`src/sv/crrs_pkg.sv`:
```
// Types and constants of the credit round robin scheduler.
// Depends on nothing; imported by every module of the block.
package crrs_pkg;
   localparam int TaskW  = 4;
   localparam int PrioW  = 7;
   localparam int TimeW  = 32;

   typedef enum logic [2:0] {
      CMD_ADMIT = 3'd0, CMD_YIELD = 3'd1, CMD_SLEEP = 3'd2, CMD_EXIT = 3'd3,
      CMD_BLOCK = 3'd4, CMD_SETPRIO = 3'd5, CMD_TICK = 3'd6, CMD_NOP = 3'd7
   } cmd_type;

   typedef enum logic [1:0] {
      ST_OK = 2'd0, ST_PRIO_ZERO = 2'd1, ST_FULL = 2'd2, ST_RSVD = 2'd3
   } status_type;

   typedef struct packed {
      logic [2:0]       cmd;
      logic [TaskW-1:0] task_id;
      logic [PrioW-1:0] prio_value;
      logic [15:0]      sleep_ticks;
   } req_type;

   typedef struct packed {
      logic [TaskW-1:0] running_task;
      logic             running_valid;
      logic [PrioW-1:0] running_prio;
      logic [TimeW-1:0] time_now;
      logic [1:0]       status;
   } rsp_type;

   typedef enum logic [2:0] {
      S_IDLE, S_INSERT, S_WAKE, S_PICK, S_CHECK, S_DONE
   } state_type;

   // Sleep cell control: shift pattern for the sleep chain.
   typedef struct packed {
      logic             ins;     // insert new entry at sorted place
      logic             pop;     // remove front entry (shift toward front)
      logic [TaskW-1:0] new_id;
      logic [TimeW-1:0] new_dl;
   } sleep_ctl_type;
endpackage

```
`src/sv/credit_round_robin_scheduler.sv`:
```
// Credit round robin task scheduler. One request word gives one response word. A reschedule
// first wakes sleepers, one per cycle from the front of the sleep chain, and then, unless the
// ready queue ends empty, rotates the ready queue (a credit lookup and a decision per task
// tried) until a task with credit is found. Every command passes through the insert state
// before any wake phase. Ready queue and sleep list are shifting chains of cells; task
// priorities are a register file and level credits a small memory with a written flag per
// level, so a level not written since reset reads zero and one not written since the last
// refill reads 2*level. A response waits in an output register; the next request is taken
// once the response has moved into that register.
module credit_round_robin_scheduler #(
   parameter int MAX_TASKS   = 16,
   parameter int PRIO_LEVELS = 65
) (
   input  logic              clock,
   input  logic              reset,
   input  logic              req_valid,
   output logic              req_ready,
   input  crrs_pkg::req_type req_data,
   output logic              rsp_valid,
   input  logic              rsp_ready,
   output crrs_pkg::rsp_type rsp_data
);
   import crrs_pkg::*;

   localparam int IdxW = $clog2(MAX_TASKS);
   localparam int CntW = $clog2(MAX_TASKS + 1);
   localparam int LvW  = $clog2(PRIO_LEVELS);
   localparam logic [PrioW-1:0] MaxPrio = PrioW'(PRIO_LEVELS - 1);

   state_type state_ff, state_in;
   req_type   req_ff, req_in;
   rsp_type   rsp_ff, rsp_in;
   logic      rsp_valid_ff, rsp_valid_in;

   logic [CntW-1:0]  rcount_ff, rcount_in;
   logic [CntW-1:0]  scount_ff, scount_in;
   logic [TaskW-1:0] run_task_ff, run_task_in;
   logic             run_valid_ff, run_valid_in;
   logic [TimeW-1:0] tick_ff, tick_in;
   logic [1:0]       status_ff, status_in;
   logic [TaskW-1:0] first_ff, first_in;
   logic [TaskW-1:0] cur_ff, cur_in;
   logic             rotated_ff, rotated_in;
   logic [7:0]       credit_rd_ff;
   logic [LvW-1:0]   lv_ff;

   logic [PrioW-1:0] prio_ff [MAX_TASKS];
   logic [7:0]       credit_ff [PRIO_LEVELS];
   logic [PRIO_LEVELS-1:0] credit_vld_ff;
   logic             credit_fill_ff;
   logic             refill;
   logic             credit_dec;
   logic             prio_we;
   logic [TaskW-1:0] prio_wa;
   logic [PrioW-1:0] prio_wd;

   // ready chain control
   logic             r_pop, r_load;
   logic [CntW-1:0]  r_load_pos;
   logic [TaskW-1:0] r_load_id;
   logic [TaskW-1:0] r_id [MAX_TASKS];

   // sleep chain control
   sleep_ctl_type    s_ctl;
   logic             s_used [MAX_TASKS];
   logic             s_gb   [MAX_TASKS];
   logic [TaskW-1:0] s_id   [MAX_TASKS];
   logic [TimeW-1:0] s_dl   [MAX_TASKS];

   logic [PrioW-1:0] pv_clamp;
   logic [TaskW-1:0] tid;
   logic [TimeW:0]   dl_sum;

   assign tid      = TaskW'(IdxW'(req_ff.task_id));
   assign pv_clamp = (req_ff.prio_value > MaxPrio) ? MaxPrio : req_ff.prio_value;
   assign dl_sum   = {1'b0, tick_ff} + {{(TimeW - 16 + 1){1'b0}}, req_ff.sleep_ticks};

   // ready queue cells
   for (genvar g = 0; g < MAX_TASKS; g++) begin : g_ring
      logic [TaskW-1:0] nxt;
      logic             ld;
      if (g == MAX_TASKS - 1) begin : g_last
         assign nxt = r_id[g];
      end else begin : g_mid
         assign nxt = r_id[g+1];
      end
      // with a pop the tail position moves one place toward the head
      assign ld = r_load && (CntW'(g) == (r_pop ? r_load_pos - 1'b1 : r_load_pos));
      crrs_ring_cell u_cell (
         .clock(clock), .pop(r_pop), .load(ld), .load_id(r_load_id),
         .next_id(nxt), .id(r_id[g])
      );
   end

   // sleep chain cells
   for (genvar g = 0; g < MAX_TASKS; g++) begin : g_sleep
      logic pu, pg, nu;
      logic [TaskW-1:0] pi, ni;
      logic [TimeW-1:0] pd, nd;
      if (g == 0) begin : g_first
         assign pu = 1'b0; assign pg = 1'b1; assign pi = '0; assign pd = '0;
      end else begin : g_p
         assign pu = s_used[g-1]; assign pg = s_gb[g-1];
         assign pi = s_id[g-1];   assign pd = s_dl[g-1];
      end
      if (g == MAX_TASKS - 1) begin : g_last
         assign nu = 1'b0; assign ni = '0; assign nd = '0;
      end else begin : g_n
         assign nu = s_used[g+1]; assign ni = s_id[g+1]; assign nd = s_dl[g+1];
      end
      crrs_sleep_cell u_cell (
         .clock(clock), .reset(reset), .ctl(s_ctl),
         .prev_used(pu), .prev_goes_before(pg), .prev_id(pi), .prev_dl(pd),
         .next_used(nu), .next_id(ni), .next_dl(nd),
         .used(s_used[g]), .goes_before(s_gb[g]), .id(s_id[g]), .dl(s_dl[g])
      );
   end

   // next state
   always_comb begin
      state_in = state_ff;
      case (state_ff)
         S_IDLE: if (req_valid && req_ready) state_in = S_INSERT;
         S_INSERT: begin
            case (req_ff.cmd)
               CMD_ADMIT:   state_in = (req_ff.prio_value == '0 || run_valid_ff) ?
                                       S_DONE : S_WAKE;
               CMD_YIELD, CMD_SLEEP, CMD_EXIT, CMD_BLOCK: state_in = S_WAKE;
               CMD_TICK:    state_in = run_valid_ff ? S_DONE : S_WAKE;
               default:     state_in = S_DONE;
            endcase
         end
         S_WAKE: begin
            if (!(scount_ff != '0 && s_dl[0] <= tick_ff && rcount_ff < CntW'(MAX_TASKS)))
               state_in = (rcount_ff == '0) ? S_DONE : S_PICK;
         end
         S_PICK:  state_in = S_CHECK;
         S_CHECK: state_in = (!refill && credit_rd_ff != 8'd0) ? S_DONE : S_PICK;
         S_DONE:  if (rsp_ready || !rsp_valid_ff) state_in = S_IDLE;
         default: state_in = S_IDLE;
      endcase
   end

   assign refill = 1'b0;

   // datapath and outputs
   always_comb begin
      req_in       = req_ff;
      rcount_in    = rcount_ff;
      scount_in    = scount_ff;
      run_task_in  = run_task_ff;
      run_valid_in = run_valid_ff;
      tick_in      = tick_ff;
      status_in    = status_ff;
      first_in     = first_ff;
      cur_in       = cur_ff;
      rotated_in   = rotated_ff;
      rsp_in       = rsp_ff;
      rsp_valid_in = rsp_valid_ff;
      r_pop        = 1'b0;
      r_load       = 1'b0;
      r_load_pos   = rcount_ff;
      r_load_id    = tid;
      s_ctl        = '{ins: 1'b0, pop: 1'b0, new_id: run_task_ff,
                       new_dl: dl_sum[TimeW] ? '1 : dl_sum[TimeW-1:0]};
      prio_we      = 1'b0;
      prio_wa      = tid;
      prio_wd      = pv_clamp;
      credit_dec   = 1'b0;
      if (rsp_valid_ff && rsp_ready) rsp_valid_in = 1'b0;
      case (state_ff)
         S_IDLE: begin
            if (req_valid && req_ready) begin
               req_in    = req_data;
               status_in = ST_OK;
            end
         end
         S_INSERT: begin
            case (req_ff.cmd)
               CMD_ADMIT: begin
                  if (req_ff.prio_value == '0) status_in = ST_PRIO_ZERO;
                  else begin
                     prio_we = 1'b1;
                     if (rcount_ff < CntW'(MAX_TASKS)) begin
                        r_load = 1'b1; rcount_in = rcount_ff + 1'b1;
                     end else status_in = ST_FULL;
                  end
               end
               CMD_YIELD: begin
                  if (run_valid_ff) begin
                     if (rcount_ff < CntW'(MAX_TASKS)) begin
                        r_load = 1'b1; r_load_id = run_task_ff;
                        rcount_in = rcount_ff + 1'b1;
                     end else status_in = ST_FULL;
                  end
                  run_valid_in = 1'b0;
               end
               CMD_SLEEP: begin
                  if (run_valid_ff) begin
                     if (scount_ff < CntW'(MAX_TASKS)) begin
                        s_ctl.ins = 1'b1; scount_in = scount_ff + 1'b1;
                     end else status_in = ST_FULL;
                  end
                  run_valid_in = 1'b0;
               end
               CMD_EXIT, CMD_BLOCK: run_valid_in = 1'b0;
               CMD_SETPRIO: begin
                  if (req_ff.prio_value == '0) status_in = ST_PRIO_ZERO;
                  else if (run_valid_ff) begin
                     prio_we = 1'b1; prio_wa = run_task_ff;
                  end
               end
               CMD_TICK: if (tick_ff != '1) tick_in = tick_ff + 1'b1;
               default: ;
            endcase
         end
         S_WAKE: begin
            if (scount_ff != '0 && s_dl[0] <= tick_ff && rcount_ff < CntW'(MAX_TASKS)) begin
               r_load = 1'b1; r_load_id = s_id[0];
               rcount_in = rcount_ff + 1'b1;
               s_ctl.pop = 1'b1; scount_in = scount_ff - 1'b1;
            end else if (rcount_ff == '0) run_valid_in = 1'b0;
            else begin
               // take the first head
               first_in   = r_id[0];
               cur_in     = r_id[0];
               rotated_in = 1'b0;
               r_pop      = 1'b1;
               rcount_in  = rcount_ff - 1'b1;
            end
         end
         S_PICK: ;
         S_CHECK: begin
            if (credit_rd_ff != 8'd0) begin
               credit_dec   = 1'b1;
               run_task_in  = cur_ff;
               run_valid_in = 1'b1;
            end else begin
               // rotate: push current to tail, pop next head
               r_load     = 1'b1;
               r_load_id  = cur_ff;
               r_pop      = 1'b1;
               cur_in     = (rcount_ff == '0) ? cur_ff : r_id[0];
               rotated_in = 1'b1;
            end
         end
         S_DONE: begin
            if (rsp_ready || !rsp_valid_ff) begin
               rsp_valid_in           = 1'b1;
               rsp_in.running_valid   = run_valid_ff;
               rsp_in.running_task    = run_valid_ff ? run_task_ff : '0;
               rsp_in.running_prio    = run_valid_ff ? prio_ff[IdxW'(run_task_ff)] : '0;
               rsp_in.time_now        = tick_ff;
               rsp_in.status          = status_ff;
            end
         end
         default: ;
      endcase
   end

   // credit read for the current task; refill when the rotation returns to first
   logic [LvW-1:0] lv_cur;
   logic           do_refill;
   logic [7:0]     credit_dflt;
   assign lv_cur      = LvW'(prio_ff[IdxW'(cur_ff)] > MaxPrio ? MaxPrio :
                             prio_ff[IdxW'(cur_ff)]);
   assign do_refill   = (state_ff == S_PICK) && rotated_ff && (cur_ff == first_ff);
   // value of a level not written since reset or since the last refill
   assign credit_dflt = credit_fill_ff ? 8'(2 * lv_cur) : 8'd0;

   // written flags: a refill clears them all
   always_ff @(posedge clock) begin
      if (reset) begin
         credit_vld_ff  <= '0;
         credit_fill_ff <= 1'b0;
      end else if (do_refill) begin
         credit_vld_ff  <= '0;
         credit_fill_ff <= 1'b1;
      end else if (credit_dec) begin
         credit_vld_ff[lv_ff] <= 1'b1;
      end
   end

   // credit memory: one write and one registered read per cycle
   always_ff @(posedge clock) begin
      if (credit_dec) credit_ff[lv_ff] <= credit_rd_ff - 8'd1;
      if (state_ff == S_PICK) begin
         lv_ff        <= lv_cur;
         credit_rd_ff <= do_refill ? ((lv_cur == '0) ? 8'd0 : 8'(2 * lv_cur))
                       : (credit_vld_ff[lv_cur] ? credit_ff[lv_cur] : credit_dflt);
      end
   end

   // task priorities
   always_ff @(posedge clock) begin
      if (reset) begin
         for (int i = 0; i < MAX_TASKS; i++) prio_ff[i] <= PrioW'(1);
      end else if (prio_we) begin
         prio_ff[IdxW'(prio_wa)] <= prio_wd;
      end
   end

   always_ff @(posedge clock) begin
      if (reset) begin
         state_ff     <= S_IDLE;
         rsp_valid_ff <= 1'b0;
         rcount_ff    <= '0;
         scount_ff    <= '0;
         run_task_ff  <= '0;
         run_valid_ff <= 1'b0;
         tick_ff      <= '0;
         status_ff    <= ST_OK;
         rotated_ff   <= 1'b0;
      end else begin
         state_ff     <= state_in;
         rsp_valid_ff <= rsp_valid_in;
         rcount_ff    <= rcount_in;
         scount_ff    <= scount_in;
         run_task_ff  <= run_task_in;
         run_valid_ff <= run_valid_in;
         tick_ff      <= tick_in;
         status_ff    <= status_in;
         rotated_ff   <= rotated_in;
      end
      req_ff   <= req_in;
      rsp_ff   <= rsp_in;
      first_ff <= first_in;
      cur_ff   <= cur_in;
   end

   assign req_ready = (state_ff == S_IDLE) && !refill;
   assign rsp_valid = rsp_valid_ff;
   assign rsp_data  = rsp_ff;
endmodule

```
`src/sv/crrs_sleep_cell.sv`:
```
// One cell of the sorted sleep chain: one id, deadline and occupied bit.
// Depends on crrs_pkg; instantiated by credit_round_robin_scheduler.
module crrs_sleep_cell (
   input  logic                      clock,
   input  logic                      reset,
   input  crrs_pkg::sleep_ctl_type   ctl,
   // neighbor toward the front (lower index)
   input  logic                      prev_used,
   input  logic                      prev_goes_before,
   input  logic [crrs_pkg::TaskW-1:0] prev_id,
   input  logic [crrs_pkg::TimeW-1:0] prev_dl,
   // neighbor toward the back
   input  logic                      next_used,
   input  logic [crrs_pkg::TaskW-1:0] next_id,
   input  logic [crrs_pkg::TimeW-1:0] next_dl,
   output logic                      used,
   output logic                      goes_before,
   output logic [crrs_pkg::TaskW-1:0] id,
   output logic [crrs_pkg::TimeW-1:0] dl
);
   import crrs_pkg::*;

   logic             used_ff, used_in;
   logic [TaskW-1:0] id_ff, id_in;
   logic [TimeW-1:0] dl_ff, dl_in;

   // entry stays ahead of a new sleeper when its deadline is not later
   assign goes_before = used_ff && (dl_ff <= ctl.new_dl);

   always_comb begin
      used_in = used_ff;
      id_in   = id_ff;
      dl_in   = dl_ff;
      if (ctl.pop) begin
         used_in = next_used;
         id_in   = next_id;
         dl_in   = next_dl;
      end else if (ctl.ins) begin
         if (!goes_before && prev_goes_before) begin
            used_in = 1'b1;
            id_in   = ctl.new_id;
            dl_in   = ctl.new_dl;
         end else if (!goes_before) begin
            used_in = prev_used;
            id_in   = prev_id;
            dl_in   = prev_dl;
         end
      end
   end

   always_ff @(posedge clock) begin
      if (reset) used_ff <= 1'b0;
      else       used_ff <= used_in;
      id_ff <= id_in;
      dl_ff <= dl_in;
   end

   assign used = used_ff;
   assign id   = id_ff;
   assign dl   = dl_ff;
endmodule

```
`src/sv/crrs_ring_cell.sv`:
```
// One cell of the ready queue chain; the chain shifts toward the head.
// Depends on crrs_pkg; instantiated by credit_round_robin_scheduler.
module crrs_ring_cell (
   input  logic                       clock,
   input  logic                       pop,
   input  logic                       load,
   input  logic [crrs_pkg::TaskW-1:0] load_id,
   input  logic [crrs_pkg::TaskW-1:0] next_id,
   output logic [crrs_pkg::TaskW-1:0] id
);
   import crrs_pkg::*;

   logic [TaskW-1:0] id_ff, id_in;

   // a pop shifts every cell one place toward the head; load writes the tail
   always_comb begin
      id_in = id_ff;
      if (pop)  id_in = next_id;
      if (load) id_in = load_id;
   end

   always_ff @(posedge clock) begin
      id_ff <= id_in;
   end

   assign id = id_ff;
endmodule

```
`config.mk`:
```
export PLATFORM = sky130hd
export DESIGN_NAME = credit_round_robin_scheduler
export DESIGN_NICKNAME = d
export VERILOG_FILES = /design/src/sv/crrs_pkg.sv /design/src/sv/credit_round_robin_scheduler.sv /design/src/sv/crrs_sleep_cell.sv /design/src/sv/crrs_ring_cell.sv
export SDC_FILE = /design/constraint.sdc
export NUM_CORES = 2
export LEC_CHECK = 0
export BUFFER_PORTS_ARGS = -buffer_cell sky130_fd_sc_hd__buf_2
export CORE_AREA = 5 5 380 382
export DETAILED_ROUTE_END_ITERATION = 16
export DIE_AREA = 0 0 385 387
export PLACE_DENSITY = 0.8
export SLEW_MARGIN = 10
export SYNTH_ARGS = -nofsm -noshare
export SYNTH_HDL_FRONTEND = slang
export SYNTH_SLANG_ARGS = --single-unit
```
`constraint.sdc`:
```
create_clock -name clock -period 10.5 [get_ports clock]
set_input_delay 3.15 -clock clock [delete_from_list [all_inputs] [get_ports clock]]
set_output_delay 3.15 -clock clock [all_outputs]
set_load 0.01 [all_outputs]
```
==> results by group <==
Layout
  • # fillers: 10.60k
  • Commonest non-fill, non-tap cell in the layout: edfxtp_1
  • Most frequent cells in the layout: edfxtp_1 (1335), nand2_1 (1161), nor2_1 (558)
  • Final core occ: 63.75%
  • Share of cells above drive strength 1: 10.21%
  • Final net count: 7910
  • Synth-to-Final Area Change: 9.270%

Floorplan
  • Die Wd: 385 microns
  • Die H: 387 microns
  • I/O pins: 82
  • Initial Util: 58.34%
  • Core area: 0.1407 sq mm
  • Die Area: 0.1490 sq mm
  • Row count: 138

Global route
  • GRT overflow: 0
  • Largest net degree at the start of global routing: 168
  • First-pass GRT wire length: 407.0 mm
  • Initial antenna violation count: 10
  • Vias in the first global route: 62.90k
  • Total global-route track usage: 36.25%

STA
  • TNS Setup: 0 ns
  • Post-route minimum period: 8.813 ns
  • Worst-margin pin slew: 1.358 ns
  • Hold Fails Final Rpt: 0
  • Layout Skew: 0.06542 ns
  • Final Setup Violations: 0
  • Achievable frequency: 113.5 MHz
  • Max Slew Vio Count: 0
  • Max_slew headroom: 8.740%
  • Tcrit/Tclk final: 83.93%
  • Unrepaired setup endpoints after global routing: no

Synth
  • Cell variety after synth: 99
  • Asr flop ratio synth: 0%
  • Post-synthesis sequential area ratio: 53.12%
  • Syn Inst Count: 7449
  • FF+latch count, synth: 1511
  • Number of synthesized flops with an enable pin: 1335
  • Syn nets: 8036
  • Avg Inst Size Synth: 11.02 sq um
  • Warnings, synthesis: 0
  • Post-synth top flop: edfxtp_1
  • Mapped cell area: 0.08210 sq mm

Worst setup path
  • Nature of the critical path endpoint: flip-flop
  • Slowest cell on the critical path: nor2_1
  • Critical setup path kind: reg -> reg
  • WP data arrival: 9.37 ns
  • Crit path required time: 11.06 ns
  • Critical path fanouts, max: 66
  • Cell repeated most along the worst path: nor2_1
  • CP Cell Sequence: ha_1 > fa_1 > a21o_1 > a21oi_1 > o21a_1 > nor4_2 > nor2_1 > nor2_1 > a21oi_1 > inv_1 > buf_4 > ha_1 > nand4_1 > nor4_1 > o21ai_0 > o211ai_1 > a211oi_1 > o32ai_1 > a21boi_4 > buf_4 > nor2_1 > a221o_1
  • Slowest stage delay, CP: 0.91 ns
  • Worst setup SP type: flip-flop

Detailed routing
  • Via density: 7.051
  • Initial drt markers: 9232
  • First-pass iteration count of the detailed router: 8
  • Routed WL: 277.9 mm
  • Routed len/inst: 29.71 microns
  • Drc violations: 0
  • Routed Antenna Nets: 0
  • Total number of vias: 65.95k

CTS
  • CTS resizes: 0
  • CTS Buf Count: 158
  • Setup Fix Bufs, Post-CTS: 0
  • Clk sinks: 1511
  • H-tree depth: 4
  • Clk Latency, worst-skew pair: 0.84 ns
  • Hold buffer count at cts: 0
  • Root buffer cell: clkbuf_16
  • Clk buf depth: 3
  • CTS tree: built
  • Clk pin slew, worst setup/hold paths: 0.06 ns

Run status
  • Status: completed

Placement
  • DP HPWL: 190.5 mm
  • GP Congestion: 0.9998
  • I/O Buffers: 81

Power
  • Power per cell area: 156.0 mW/mm^2
  • Cell leakage power: 34.02 nW
  • Max VDD drop: 0.0001803 V

Job
  • Max-cap viol count: 0

Hold path
  • HP Class: reg -> reg
## where the power goes
| part | internal (W) | switching (W) | total, W | leakage [nW] |
|---|---|---|---|---|
| clock | 0.00314 | 0.00254 | 0.00568 | 2.52 |
| combinational | 0.000520 | 0.00113 | 0.00165 | 17.9 |
| sequential | 0.00658 | 0.0000801 | 0.00666 | 13.6 |
| total | 0.0102 | 0.00375 | 0.0140 | 34.0 |
## synthesized netlist by cell type, drive strengths merged, types with 26 or more instances
cell type | n | share of area (%)
a211oi | 38 | 0.37
nand2b | 47 | 0.36
and2 | 27 | 0.21
buf | 192 | 1.2
a221o | 402 | 4.9
dfxtp | 176 | 4.3
and3 | 38 | 0.29
a31o | 37 | 0.39
clkbuf | 324 | 1.5
mux2i | 132 | 1.6
mux4 | 65 | 1.8
a31oi | 45 | 0.34
nor2b | 36 | 0.27
o221ai | 32 | 0.34
nand3 | 391 | 2.4
nand2 | 1167 | 5.3
a21oi | 455 | 2.8
nand4 | 125 | 0.95
o21ai | 160 | 0.98
o211ai | 37 | 0.34
nor2 | 590 | 2.7
ha | 551 | 8.4
inv | 167 | 0.76
nor3 | 69 | 0.43
edfxtp | 1335 | 49
mux2 | 81 | 1.1
a311oi | 26 | 0.28
o21a | 85 | 0.78
xnor2 | 53 | 0.57
a21o | 247 | 2.3
## cell families (layout without fill, tap and decap cells)
logic type      after synthesis  count (layout)  synth area share [%]
other cells                   0               7                     0
buf+inv                     684             692                 3.432
compound gates             1749            1749                 15.73
fa+ha+maj                   564             564                 8.580
simple gates               2596            2596                 13.92
xor+xnor                     67              67                0.7147
mux                         278             278                 4.503
flops                      1511            1511                 53.12
## metrics by stage
| step | hold WS, ns | std cells | power, W | cell area, sq um | setup WS (ns) |
|---|---|---|---|---|---|
| after floorplan | 0.4064 | 7449 | 0.007804 | 82100 | 2.451 |
| after global placement | 0.4366 | 9052 | 0.008340 | 84440 | 1.816 |
| after detailed placement | 0.4422 | 9053 | 0.008386 | 84470 | 2.218 |
| after CTS | 0.4497 | 9347 | 0.01396 | 89690 | 2.139 |
| after global routing | 0.4604 | 9351 | 0.01436 | 89710 | 1.477 |
| final | 0.4505 | 9354 | 0.01399 | 89710 | 1.687 |
## area by class of cell
type / instances / area, sq um / area share [%]
flip-flops and latches: 1511 / 43610 / 48.61
clock buffers: 202 / 4229 / 4.714
diodes: 7 / 17.52 / 0.01952
multi-input cells: 5254 / 36240 / 40.39
repair buffers: 230 / 1622 / 1.807
well taps: 1890 / 2365 / 2.636
inverters: 168 / 640.6 / 0.7141
clock inverters: 92 / 991.0 / 1.105
## flip-flops by register name, summed over array words and instances (netlist names), 16 cells and up, named ones only
register	cells
prio_ff	112
credit_ff	520
g_sleep.u_cell.id	64
credit_vld_ff	65
req_ff	26
g_sleep.u_cell.used	16
g_sleep.u_cell.dl	512
g_ring.u_cell.id	64
tick_ff	32
rsp_data	46
## worst max-delay path: cells and delay by family, from the launching register on
family / cells / cell delay [ns]
flops: 1 / 0.38
buf+inv: 3 / 1.38
simple gates: 6 / 2.53
compound gates: 10 / 3.19
fa+ha+maj: 3 / 1.00
## path summary, 6_finish.rpt
path	startpoint	to	slack (ns)	cells past startpoint
setup reg to reg	tick_ff[0]$_SDFFE_PP0P_	g_sleep[6].u_cell.dl[14]$_DFFE_PP_	1.69	22
hold reg to reg	status_ff[1]$_SDFFE_PP0P_	rsp_data[1]$_DFFE_PP_	0.45	0
setup / recovery	tick_ff[0]$_SDFFE_PP0P_	g_sleep[6].u_cell.dl[14]$_DFFE_PP_	1.69	22
hold / removal	status_ff[1]$_SDFFE_PP0P_	rsp_data[1]$_DFFE_PP_	0.45	0
## metal layers
layer | GRT usage, % | routed length [microns] | up-vias
met3 | 8.027 | 33600 | 1167
met2 | 55.22 | 123000 | 4995
met4 | 22.90 | 21790 | 2
li1 | - | - | 28080
met1 | 47.20 | 99570 | 31720
met5 | 0 | 11 | -
No activity file was read; power rests on OpenSTA's default activity.
